==> src/rtl/core/rps_pkg.sv <==
`timescale 1ns / 1ps
`default_nettype none
package rps_pkg;
  localparam int unsigned NTASK = 8;
  localparam int unsigned TW = 3;
  localparam logic [TW-1:0] IDLE_TASK = 3'd7;

  localparam logic [3:0] CMD_INIT    = 4'd0;
  localparam logic [3:0] CMD_READY   = 4'd1;
  localparam logic [3:0] CMD_SUSPEND = 4'd2;
  localparam logic [3:0] CMD_RESUME  = 4'd3;
  localparam logic [3:0] CMD_DELAY   = 4'd4;
  localparam logic [3:0] CMD_TICK    = 4'd5;
  localparam logic [3:0] CMD_IRQ_IN  = 4'd6;
  localparam logic [3:0] CMD_IRQ_OUT = 4'd7;
  localparam logic [3:0] CMD_LOCK    = 4'd8;
  localparam logic [3:0] CMD_UNLOCK  = 4'd9;
  localparam logic [3:0] CMD_PEND    = 4'd10;
  localparam logic [3:0] CMD_ACCEPT  = 4'd11;
  localparam logic [3:0] CMD_POST    = 4'd12;

  localparam logic [2:0] ST_OK      = 3'd0;
  localparam logic [2:0] ST_IN_IRQ  = 3'd1;
  localparam logic [2:0] ST_LOCKED  = 3'd2;
  localparam logic [2:0] ST_BLOCKED = 3'd3;
  localparam logic [2:0] ST_IGNORED = 3'd4;

  typedef struct packed {
    logic       start;
  } tick_req_t;

  typedef struct packed {
    logic       busy;
    logic       done;
    logic [7:0] expired;
  } tick_rsp_t;

  function automatic logic [TW-1:0] first_set(input logic [7:0] map);
    logic [TW-1:0] r;
    r = IDLE_TASK;
    for (int i = NTASK - 1; i >= 0; i--) begin
      if (map[i]) r = TW'(i);
    end
    return r;
  endfunction
endpackage
`default_nettype wire

==> src/rtl/core/rps_delay_walk.sv <==
`timescale 1ns / 1ps
`default_nettype none
// Delay counter bank; one decrement/compare unit walks the counters on a tick.
module rps_delay_walk (
  input  wire logic               clk_i,
  input  wire logic               rst_ni,
  input  wire rps_pkg::tick_req_t req_i,
  input  wire logic               clr_all_i,
  input  wire logic               wr_i,
  input  wire logic [2:0]         wr_idx_i,
  input  wire logic [15:0]        wr_val_i,
  output rps_pkg::tick_rsp_t      rsp_o
);
  logic [15:0] cnt_q [rps_pkg::NTASK];
  logic [2:0]  idx_q;
  logic        busy_q, done_q;
  logic [7:0]  exp_q;
  logic [15:0] dec;

  assign dec = cnt_q[idx_q] - 16'd1;

  always_ff @(posedge clk_i or negedge rst_ni) begin
    if (!rst_ni) begin
      for (int i = 0; i < rps_pkg::NTASK; i++) cnt_q[i] <= '0;
      idx_q  <= '0;
      busy_q <= 1'b0;
      done_q <= 1'b0;
      exp_q  <= '0;
    end else begin
      done_q <= 1'b0;
      if (clr_all_i) begin
        for (int i = 0; i < rps_pkg::NTASK; i++) cnt_q[i] <= '0;
      end else if (wr_i) begin
        cnt_q[wr_idx_i] <= wr_val_i;
      end
      if (req_i.start) begin
        busy_q <= 1'b1;
        idx_q  <= '0;
        exp_q  <= '0;
      end else if (busy_q) begin
        if (cnt_q[idx_q] != 16'd0) begin
          cnt_q[idx_q] <= dec;
          if (dec == 16'd0) exp_q[idx_q] <= 1'b1;
        end
        idx_q <= idx_q + 3'd1;
        if (idx_q == 3'(rps_pkg::NTASK - 1)) begin
          busy_q <= 1'b0;
          done_q <= 1'b1;
        end
      end
    end
  end

  assign rsp_o.busy    = busy_q;
  assign rsp_o.done    = done_q;
  assign rsp_o.expired = exp_q;

`ifndef NO_ASSERTIONS
  a_done_after_busy: assert property (@(posedge clk_i) disable iff (!rst_ni)
    rsp_o.done |-> $past(busy_q)) else $error("done without walk");
  a_no_restart: assert property (@(posedge clk_i) disable iff (!rst_ni)
    busy_q |-> !req_i.start) else $error("tick restarted mid walk");
  a_idx_zero: assert property (@(posedge clk_i) disable iff (!rst_ni)
    $rose(busy_q) |-> idx_q == 3'd0) else $error("walk start index");
`endif
endmodule
`default_nettype wire

==> src/rtl/core/rtos_priority_scheduler_unit.sv <==
`timescale 1ns / 1ps
`default_nettype none
// Channel  | Dir | Signals                         | Payload
// s_axis   | in  | tvalid/tready/tdata[23:0]       | cmd[3:0] task_req[6:4] ticks[22:7]
// m_axis   | out | tvalid/tready/tdata[31:0]       | see port comment
// cfg      | in  | cfg_valid/cfg_ready/cfg_data[7:0] | sem_initial_count
// Non-tick commands pass through the execute state to the result; tick also
// waits for the walk: one counter per cycle, shared decrement unit, 8 counters.
// Async active-low reset clears all kernel state; cur task is idle.
// Input is held off while a command is in work or its result is unclaimed.
module rtos_priority_scheduler_unit (
  input  wire logic        clk_i,
  input  wire logic        rst_ni,
  input  wire logic        s_axis_tvalid,
  output logic             s_axis_tready,
  input  wire logic [23:0] s_axis_tdata,  // cmd, task_req, ticks, pad
  output logic             m_axis_tvalid,
  input  wire logic        m_axis_tready,
  output logic [31:0]      m_axis_tdata,  // status, switched, cur_task, sem_value,
                                          // timeout_mask, ready_mask, pad
  input  wire logic        cfg_valid,
  output logic             cfg_ready,
  input  wire logic [7:0]  cfg_data
);
  localparam logic [1:0] S_IDLE = 2'd0;
  localparam logic [1:0] S_EXEC = 2'd1;
  localparam logic [1:0] S_TICK = 2'd2;
  localparam logic [1:0] S_OUT  = 2'd3;

  logic [1:0]  state_q;
  logic [3:0]  cmd_q;
  logic [2:0]  treq_q;
  logic [15:0] ticks_q;
  logic [7:0]  cfg_q, ready_q, irq_q, lock_q, sem_q, wait_q;
  logic [2:0]  cur_q;
  logic [2:0]  st_q;
  logic        sw_q;
  logic [7:0]  semv_q, tmask_q;

  rps_pkg::tick_req_t treq;
  rps_pkg::tick_rsp_t trsp;
  logic        clr_all, dwr;
  logic [2:0]  dwr_idx;
  logic [15:0] dwr_val;

  assign s_axis_tready = (state_q == S_IDLE);
  assign cfg_ready     = 1'b1;
  assign m_axis_tvalid = (state_q == S_OUT);
  assign m_axis_tdata  = {1'b0, ready_q, tmask_q, semv_q, cur_q, sw_q, st_q};

  // decoded effects of the held command
  logic [7:0] rdy_n, irq_n, lock_n, sem_n, wait_n, semv_n;
  logic [2:0] st_n, post_t;
  logic       resch;
  logic [7:0] tbit, cbit;

  always_comb begin
    tbit   = 8'd1 << treq_q;
    cbit   = 8'd1 << cur_q;
    post_t = rps_pkg::first_set(wait_q);
    rdy_n = ready_q; irq_n = irq_q; lock_n = lock_q; sem_n = sem_q;
    wait_n = wait_q; st_n = rps_pkg::ST_OK; resch = 1'b0;
    clr_all = 1'b0; dwr = 1'b0; dwr_idx = treq_q; dwr_val = '0;
    case (cmd_q)
      rps_pkg::CMD_INIT: begin
        rdy_n = 8'd1 << rps_pkg::IDLE_TASK; irq_n = '0; lock_n = '0; sem_n = cfg_q;
        wait_n = '0; clr_all = 1'b1;
      end
      rps_pkg::CMD_READY: begin
        dwr = 1'b1; rdy_n = ready_q | tbit;
      end
      rps_pkg::CMD_SUSPEND: begin
        dwr = 1'b1; rdy_n = ready_q & ~tbit; resch = (cur_q == treq_q);
      end
      rps_pkg::CMD_RESUME: begin
        dwr = 1'b1; rdy_n = ready_q | tbit; resch = (cur_q > treq_q);
      end
      rps_pkg::CMD_DELAY: begin
        if (irq_q != 0) st_n = rps_pkg::ST_IN_IRQ;
        else if (ticks_q != 0) begin
          rdy_n = ready_q & ~cbit; dwr = 1'b1; dwr_idx = cur_q;
          dwr_val = ticks_q; resch = 1'b1;
        end
      end
      rps_pkg::CMD_TICK: ;
      rps_pkg::CMD_IRQ_IN: if (irq_q != 8'hFF) irq_n = irq_q + 8'd1;
      rps_pkg::CMD_IRQ_OUT: begin
        if (irq_q != 0) irq_n = irq_q - 8'd1;
        resch = 1'b1;
      end
      rps_pkg::CMD_LOCK: begin
        if (irq_q != 0) st_n = rps_pkg::ST_IN_IRQ;
        else if (lock_q != 8'hFF) lock_n = lock_q + 8'd1;
      end
      rps_pkg::CMD_UNLOCK: begin
        if (lock_q == 0) st_n = rps_pkg::ST_IGNORED;
        else begin lock_n = lock_q - 8'd1; resch = 1'b1; end
      end
      rps_pkg::CMD_PEND: begin
        if (irq_q != 0) st_n = rps_pkg::ST_IN_IRQ;
        else if (lock_q != 0) st_n = rps_pkg::ST_LOCKED;
        else if (sem_q != 0) sem_n = sem_q - 8'd1;
        else begin
          wait_n = wait_q | cbit; rdy_n = ready_q & ~cbit; dwr = 1'b1;
          dwr_idx = cur_q; dwr_val = ticks_q; resch = 1'b1;
          st_n = rps_pkg::ST_BLOCKED;
        end
      end
      rps_pkg::CMD_ACCEPT: if (sem_q != 0) sem_n = sem_q - 8'd1;
      rps_pkg::CMD_POST: begin
        if (wait_q != 0) begin
          wait_n = wait_q & ~(8'd1 << post_t); dwr = 1'b1; dwr_idx = post_t;
          rdy_n = ready_q | (8'd1 << post_t); resch = (cur_q > post_t);
        end else if (sem_q != 8'hFF) sem_n = sem_q + 8'd1;
      end
      default: st_n = rps_pkg::ST_IGNORED;
    endcase
    // task index beyond the task set cannot occur at 3 bits with 8 tasks
    if (!(state_q == S_EXEC)) begin clr_all = 1'b0; dwr = 1'b0; end
    semv_n = (cmd_q == rps_pkg::CMD_ACCEPT) ? sem_q : sem_n;
  end

  assign treq.start   = (state_q == S_EXEC) && (cmd_q == rps_pkg::CMD_TICK);

  rps_delay_walk u_walk (
    .clk_i, .rst_ni, .req_i(treq), .clr_all_i(clr_all), .wr_i(dwr),
    .wr_idx_i(dwr_idx), .wr_val_i(dwr_val), .rsp_o(trsp)
  );

  logic [2:0] next_cur;
  assign next_cur = (resch && irq_n == 0 && lock_n == 0) ?
                    rps_pkg::first_set(rdy_n) : cur_q;

  always_ff @(posedge clk_i or negedge rst_ni) begin
    if (!rst_ni) begin
      state_q <= S_IDLE;
      cfg_q <= '0; ready_q <= '0; irq_q <= '0; lock_q <= '0; sem_q <= '0;
      wait_q <= '0; cur_q <= rps_pkg::IDLE_TASK;
      cmd_q <= '0; treq_q <= '0; ticks_q <= '0;
      st_q <= '0; sw_q <= 1'b0; semv_q <= '0; tmask_q <= '0;
    end else begin
      if (cfg_valid && cfg_ready) cfg_q <= cfg_data;
      case (state_q)
        S_IDLE: if (s_axis_tvalid) begin
          cmd_q   <= s_axis_tdata[3:0];
          treq_q  <= s_axis_tdata[6:4];
          ticks_q <= s_axis_tdata[22:7];
          state_q <= S_EXEC;
        end
        S_EXEC: begin
          st_q <= st_n; tmask_q <= '0;
          if (cmd_q == rps_pkg::CMD_TICK) begin
            sw_q <= 1'b0; semv_q <= sem_q;
            state_q <= S_TICK;
          end else begin
            ready_q <= rdy_n; irq_q <= irq_n; lock_q <= lock_n;
            sem_q <= sem_n; wait_q <= wait_n; semv_q <= semv_n;
            if (cmd_q == rps_pkg::CMD_INIT) begin
              cur_q <= rps_pkg::IDLE_TASK;
              sw_q  <= (cur_q != rps_pkg::IDLE_TASK);
            end else begin
              cur_q <= next_cur;
              sw_q  <= (next_cur != cur_q);
            end
            state_q <= S_OUT;
          end
        end
        S_TICK: if (trsp.done) begin
          ready_q <= ready_q | trsp.expired;
          wait_q  <= wait_q & ~trsp.expired;
          tmask_q <= wait_q & trsp.expired;
          state_q <= S_OUT;
        end
        S_OUT: if (m_axis_tready) state_q <= S_IDLE;
        default: state_q <= S_IDLE;
      endcase
    end
  end

`ifndef NO_ASSERTIONS
  a_tick_no_switch: assert property (@(posedge clk_i) disable iff (!rst_ni)
    (state_q == S_TICK) |-> $stable(cur_q)) else $error("tick moved task");
  a_walk_in_tick: assert property (@(posedge clk_i) disable iff (!rst_ni)
    trsp.busy |-> state_q == S_TICK) else $error("walk outside tick");
  a_tmask_sub: assert property (@(posedge clk_i) disable iff (!rst_ni)
    m_axis_tvalid |-> (tmask_q & ~ready_q) == 8'd0) else $error("timeout not ready");
`endif
endmodule
`default_nettype wire

==> config.mk <==
export PLATFORM = sky130hd
export DESIGN_NAME = rtos_priority_scheduler_unit
export DESIGN_NICKNAME = d
export VERILOG_FILES = /design/src/rtl/core/rps_pkg.sv /design/src/rtl/core/rps_delay_walk.sv /design/src/rtl/core/rtos_priority_scheduler_unit.sv
export SDC_FILE = /design/constraint.sdc
export NUM_CORES = 1
export LEC_CHECK = 0
export BUFFER_PORTS_ARGS = -buffer_cell sky130_fd_sc_hd__clkbuf_2
export CORE_MARGIN = 1
export CORE_UTILIZATION = 27
export DETAILED_ROUTE_END_ITERATION = 8
export HOLD_SLACK_MARGIN = 0.05
export PLACE_DENSITY = 0.38
export SETUP_SLACK_MARGIN = 0.02
export SLEW_MARGIN = 20
export SYNTH_ARGS = -nofsm -noshare
export SYNTH_HDL_FRONTEND = slang
export SYNTH_HIERARCHICAL = 1
export SYNTH_SLANG_ARGS = --single-unit
==> constraint.sdc <==
create_clock -name clk_i -period 14 [get_ports clk_i]
set_clock_uncertainty 0.1 [all_clocks]
set_input_delay 4.2 -clock clk_i [delete_from_list [all_inputs] [get_ports clk_i]]
set_output_delay 4.2 -clock clk_i [all_outputs]
set_load 0.01 [all_outputs]
# [After elaboration in Yosys (flattened, before gate mapping)]
# Index checks and enable logic that the tools add are counted.
[word_totals] reg_bits=237 output_inout_bits=35
[classes] addsub=8 order_cmp=8 n_eq_ne=34 n_shift=3 muxes=118 n_bitwise=17 reduce_logical=34
[op_table] cell="$mux 128" n=5
[op_table] cell="$bwmux 128" n=2
[op_table] cell="$mux 8" n=31
[op_table] cell="$mux 16" n=9
[op_table] cell="$demux 16 s3" n=2
[op_table] cell="$pmux 8 s3" n=3
[op_table] cell="$mux 3" n=21
[op_table] cell="$bmux 16 s3" n=1
[op_table] cell="$pmux 8 s2" n=3
[op_table] cell="$pmux 8 s6" n=1
[op_table] cell="$and 8x8->8" n=5
[op_table] cell="$or 8x8->8" n=5
[op_table] cell="$not 8->8" n=4
[op_table] cell="$pmux 16 s2" n=1
[op_table] cell="$pmux 8 s4" n=1
[op_table] cell="$reduce_bool 16->1" n=2
[op_table] cell="$reduce_bool 8->1" n=4
[op_table] cell="$add 8x1->8 const B" n=3
[op_table] cell="$logic_not 8->1" n=3
[op_table] cell="$mux 1" n=24
[op_table] cell="$ne 8x8->1 const B" n=3
[op_table] cell="$shl 1x3->8 const A" n=3
[op_table] cell="$sub 8x1->8 const B" n=3
[op_table] cell="$ne 3x3->1 const B" n=7
[op_table] cell="41 further kinds" n=76

# [Depth between registers and ports, before layout]
[logic_depth] ltp_word=22 mapped_depth=18 depth_no_buf=15

# [Hierarchy]
# The synthesis kept the hierarchy.
[modules_own_cells] module="rps_delay_walk" instances=1 cells_each=914 area_each_um2=8733.4 seq_area_each_um2=3528.4
[modules_own_cells] module="rtos_priority_scheduler_unit" instances=1 cells_each=908 area_each_um2=7358.3 seq_area_each_um2=2406.1

# [Worst setup path before layout]
# No wires, ideal clock.
[synth_timing] path_type="input -> register" start="input port s_axis_tvalid" end="register cmd_q[0]" arrival_time_ps=5039 path_slack_ps=8736 stages=3 path_buffers=1 cell_sequence="nand2_1 buf_1 mux2_2"
[synth_between] elab_chain_len=1
[synth_lines] element="from (decl)" line="rtos_priority_scheduler_unit.sv:14" source="input wire logic s_axis_tvalid,"
[synth_lines] element="$reduce_and 2->1 (no source line)"
[synth_lines] element="to (signal assigned)" line="rtos_priority_scheduler_unit.sv:145" source="cmd_q <= s_axis_tdata[3:0];"
[synth_lines] element="to (decl)" line="rtos_priority_scheduler_unit.sv:31" source="logic [3:0] cmd_q;"
# Every way passes these cells.
# A chain may end at the register's enable or synchronous reset.

# [Final worst setup path]
[layout_timing] start="register cur_q[2]" end="output port m_axis_tdata[6]"
[layout_lines] element="from (decl)" line="rtos_priority_scheduler_unit.sv:35" source="logic [2:0] cur_q;"
[layout_lines] element="from (signal assigned)" line="rtos_priority_scheduler_unit.sv:159" source="cur_q <= rps_pkg::IDLE_TASK;"
[layout_lines] element="from (signal assigned)" line="rtos_priority_scheduler_unit.sv:162" source="cur_q <= next_cur;"
[layout_lines] element="to (decl)" line="rtos_priority_scheduler_unit.sv:19" source="output logic [31:0] m_axis_tdata,"
# No word-level cell between the ends.

==> qor.log <==
qor: timing.rsz0062_at_grt false
qor: die.chipWidth 246.1 um
qor: timing.worst_slew_pin_slew 1.104 ns
qor: timing.final.setup.tns 0 ns
qor: critical_path.worstReg2RegStart u_walk/idx_q[2]
qor: place.detailed_place_hpwl 39.57 mm
qor: global_route.grt_first_pass_wirelength 91.51 mm
qor: timing.finalWorstPathRequiredPeriod 5.795 ns
qor: clocking.ctsRootBufferMaster clkbuf_16
qor: critical_path.setup.worst_path.start_class register
qor: timing.timing_hold_violations_final 0
qor: critical_path.path_buf_inv 1
qor: global_route.grt_util_all_layers 19.96%
qor: clocking.tritoncts built
qor: die.area_of_the_die 60550 um^2
qor: outcome.status complete, no violations
qor: clocking.htree_num_levels 2
qor: routing.vias_per_cell 5.479
qor: run.max_cap_violations 0
qor: finish.area_growth_syn_to_layout 13.14%
qor: global_route.grt_max_degree 75
qor: critical_path.worstRegToRegCells 10
qor: critical_path.critical_path_depth 1
qor: finish.finish.utilization 30.89%
qor: die.chipHeight 246.1 um
qor: critical_path.reg2reg_setup_slack 8.25 ns
qor: global_route.grt_remaining_overflow 0
qor: routing.drt_pass1_iterations 6
qor: clocking.post_cts_resized 0
qor: timing.timing.final.max_slew_violations 0
qor: die.io-pin-count 72
qor: global_route.number_of_antenna_violations_at_the_first_check_in_global_routing 0
qor: critical_path.timing.critical_path.slowest_stage_cell dfstp_2
qor: routing.post-route-drc-count 0
qor: finish.register_area 5937 um^2
qor: synth.cell_count_after_synthesis 1821
qor: synth.mappedNetlistArea 16080 um^2
qor: critical_path.worst-endpoint-arrival 1.50 ns
qor: hold_path.min_path_type reg -> reg
qor: clocking.clk_transition_reported_paths 0.05 ns
qor: power_and_ir_drop.max-vdd-ir-drop 0.0001877 V
qor: routing.drt.antenna.violating_nets 0
qor: critical_path.critical_path.endpoint_type output pin
qor: critical_path.path_class reg -> out
qor: power_and_ir_drop.power.leakage 7.556 nW
qor: finish.layout.cells.most_common nand2_1
qor: clocking.ctsHoldBuffers 0
qor: critical_path.worst_setup_path_endpoint m_axis_tdata[6]
qor: clocking.clk_latency 0.56 ns
qor: routing.drt_iter0_markers 1031
qor: clocking.cts_num_sinks 237
qor: die.core_area 58910 um^2
qor: global_route.first_global_vias 13928
qor: clocking.cts_post_setup_buffers_inserted 0
qor: place.gp_congestion 0.8511
qor: critical_path.crit_fanout 16
qor: timing.setup_viol 0
qor: die.floorplan.initialDensity 27.30%
qor: finish.num-fill-cells 6130
qor: hold_path.worst_hold_path.num_cells 2
qor: timing.timing.fmax 0.1726 GHz
qor: clocking.max-clock-path-buffers 3
qor: critical_path.worstPathRequired 9.70 ns
qor: timing.timing.max_slew.rel_slack 26.38%
qor: synth.synth_fp_nets 1880
qor: power_and_ir_drop.total_power 4.477 mW
qor: die.fp_rows 89
qor: critical_path.r2r_end u_walk/exp_q[2]
qor: critical_path.worstPathCellList clkbuf_2
qor: routing.final_routed_wire_length_divided_by_cell_count 23.15 um
qor: timing.fin_crit_sh 41.39%
qor: routing.total_via_count_after_detailed_routing 14240
qor: routing.totalWireLength 60.17 mm
qor: critical_path.cp_top_family flip-flops
qor: finish.drive_gt1_share 16.55%
qor: finish.multi_input_comb_area 9355 um^2
qor: synth.post_synth.cell_area_avg 8.833 um^2
qor: critical_path.cpPeakStageDelay 0.75 ns
qor: finish.layout.cells.most_common_list 276 x nand2_1, 232 x dfrtp_1, 122 x mux2i_1
qor: synth.synth_warn 6
qor: power_and_ir_drop.pwr_density_cell 246.0 nW/um^2
qor: place.io_buffer_count 68
qor: critical_path.critical_path.startpoint cur_q[2]
qor: clocking.cts_buffers 35
qor: finish.fin_nets 1862
## worst min-delay path by stage
stage                     end      start
floorplan            cfg_q[4]   cfg_q[4]
CTS                   st_q[0]    st_q[0]
finish                st_q[0]    st_q[0]
global route          st_q[0]    st_q[0]
detailed placement    st_q[0]    st_q[0]
global placement    semv_q[5]  semv_q[5]
## where the power goes
part | internal, mW | switching, mW
Combinational | 0.879 | 1.55
Clock | 0.524 | 0.349
Sequential | 0.922 | 0.253
## routing by layer
metal  GRT usage (%)  share of wire (%)  vias to the layer above
met5               0                  0                        -
met4           6.065                2.4                        0
met3           1.917                3.9                       73
met2           32.06                 46                      356
met1           28.08                 47                     7212
li1                -                  -                     6599
## area by class of cell
type,count,area share [%]
diodes,1,0.01375
clock inverters,12,0.7082
flip-flops and latches,237,32.63
clock buffers,47,5.342
well taps,773,5.315
multi-input cells,1370,51.41
inverters,53,1.093
repair buffers,106,3.493
## flip-flops by register name (all words and copies together), names as in the netlist, 2 cells and up
register	flops
lock_q	8
state_q	2
irq_q	8
st_q	3
semv_q	8
treq_q	3
u_walk/idx_q	3
cmd_q	4
ready_q	8
ticks_q	16
u_walk/cnt_q	128
wait_q	8
u_walk/exp_q	8
cur_q	3
tmask_q	8
cfg_q	8
sem_q	8
## stage by stage
| stage | setup slack, ns | instances | area, um^2 | hold slack (ns) |
|---|---|---|---|---|
| after floorplan | 8.736 | 1821 | 16080 | 0.3796 |
| after global placement | 8.205 | 2539 | 17080 | 0.3903 |
| after detailed placement | 8.187 | 2539 | 17080 | 0.3956 |
| after CTS | 8.168 | 2598 | 18180 | 0.4094 |
| after global routing | 7.959 | 2598 | 18200 | 0.4293 |
| final | 8.205 | 2599 | 18200 | 0.3976 |
Note: power is estimated with default switching activity, not from simulation.
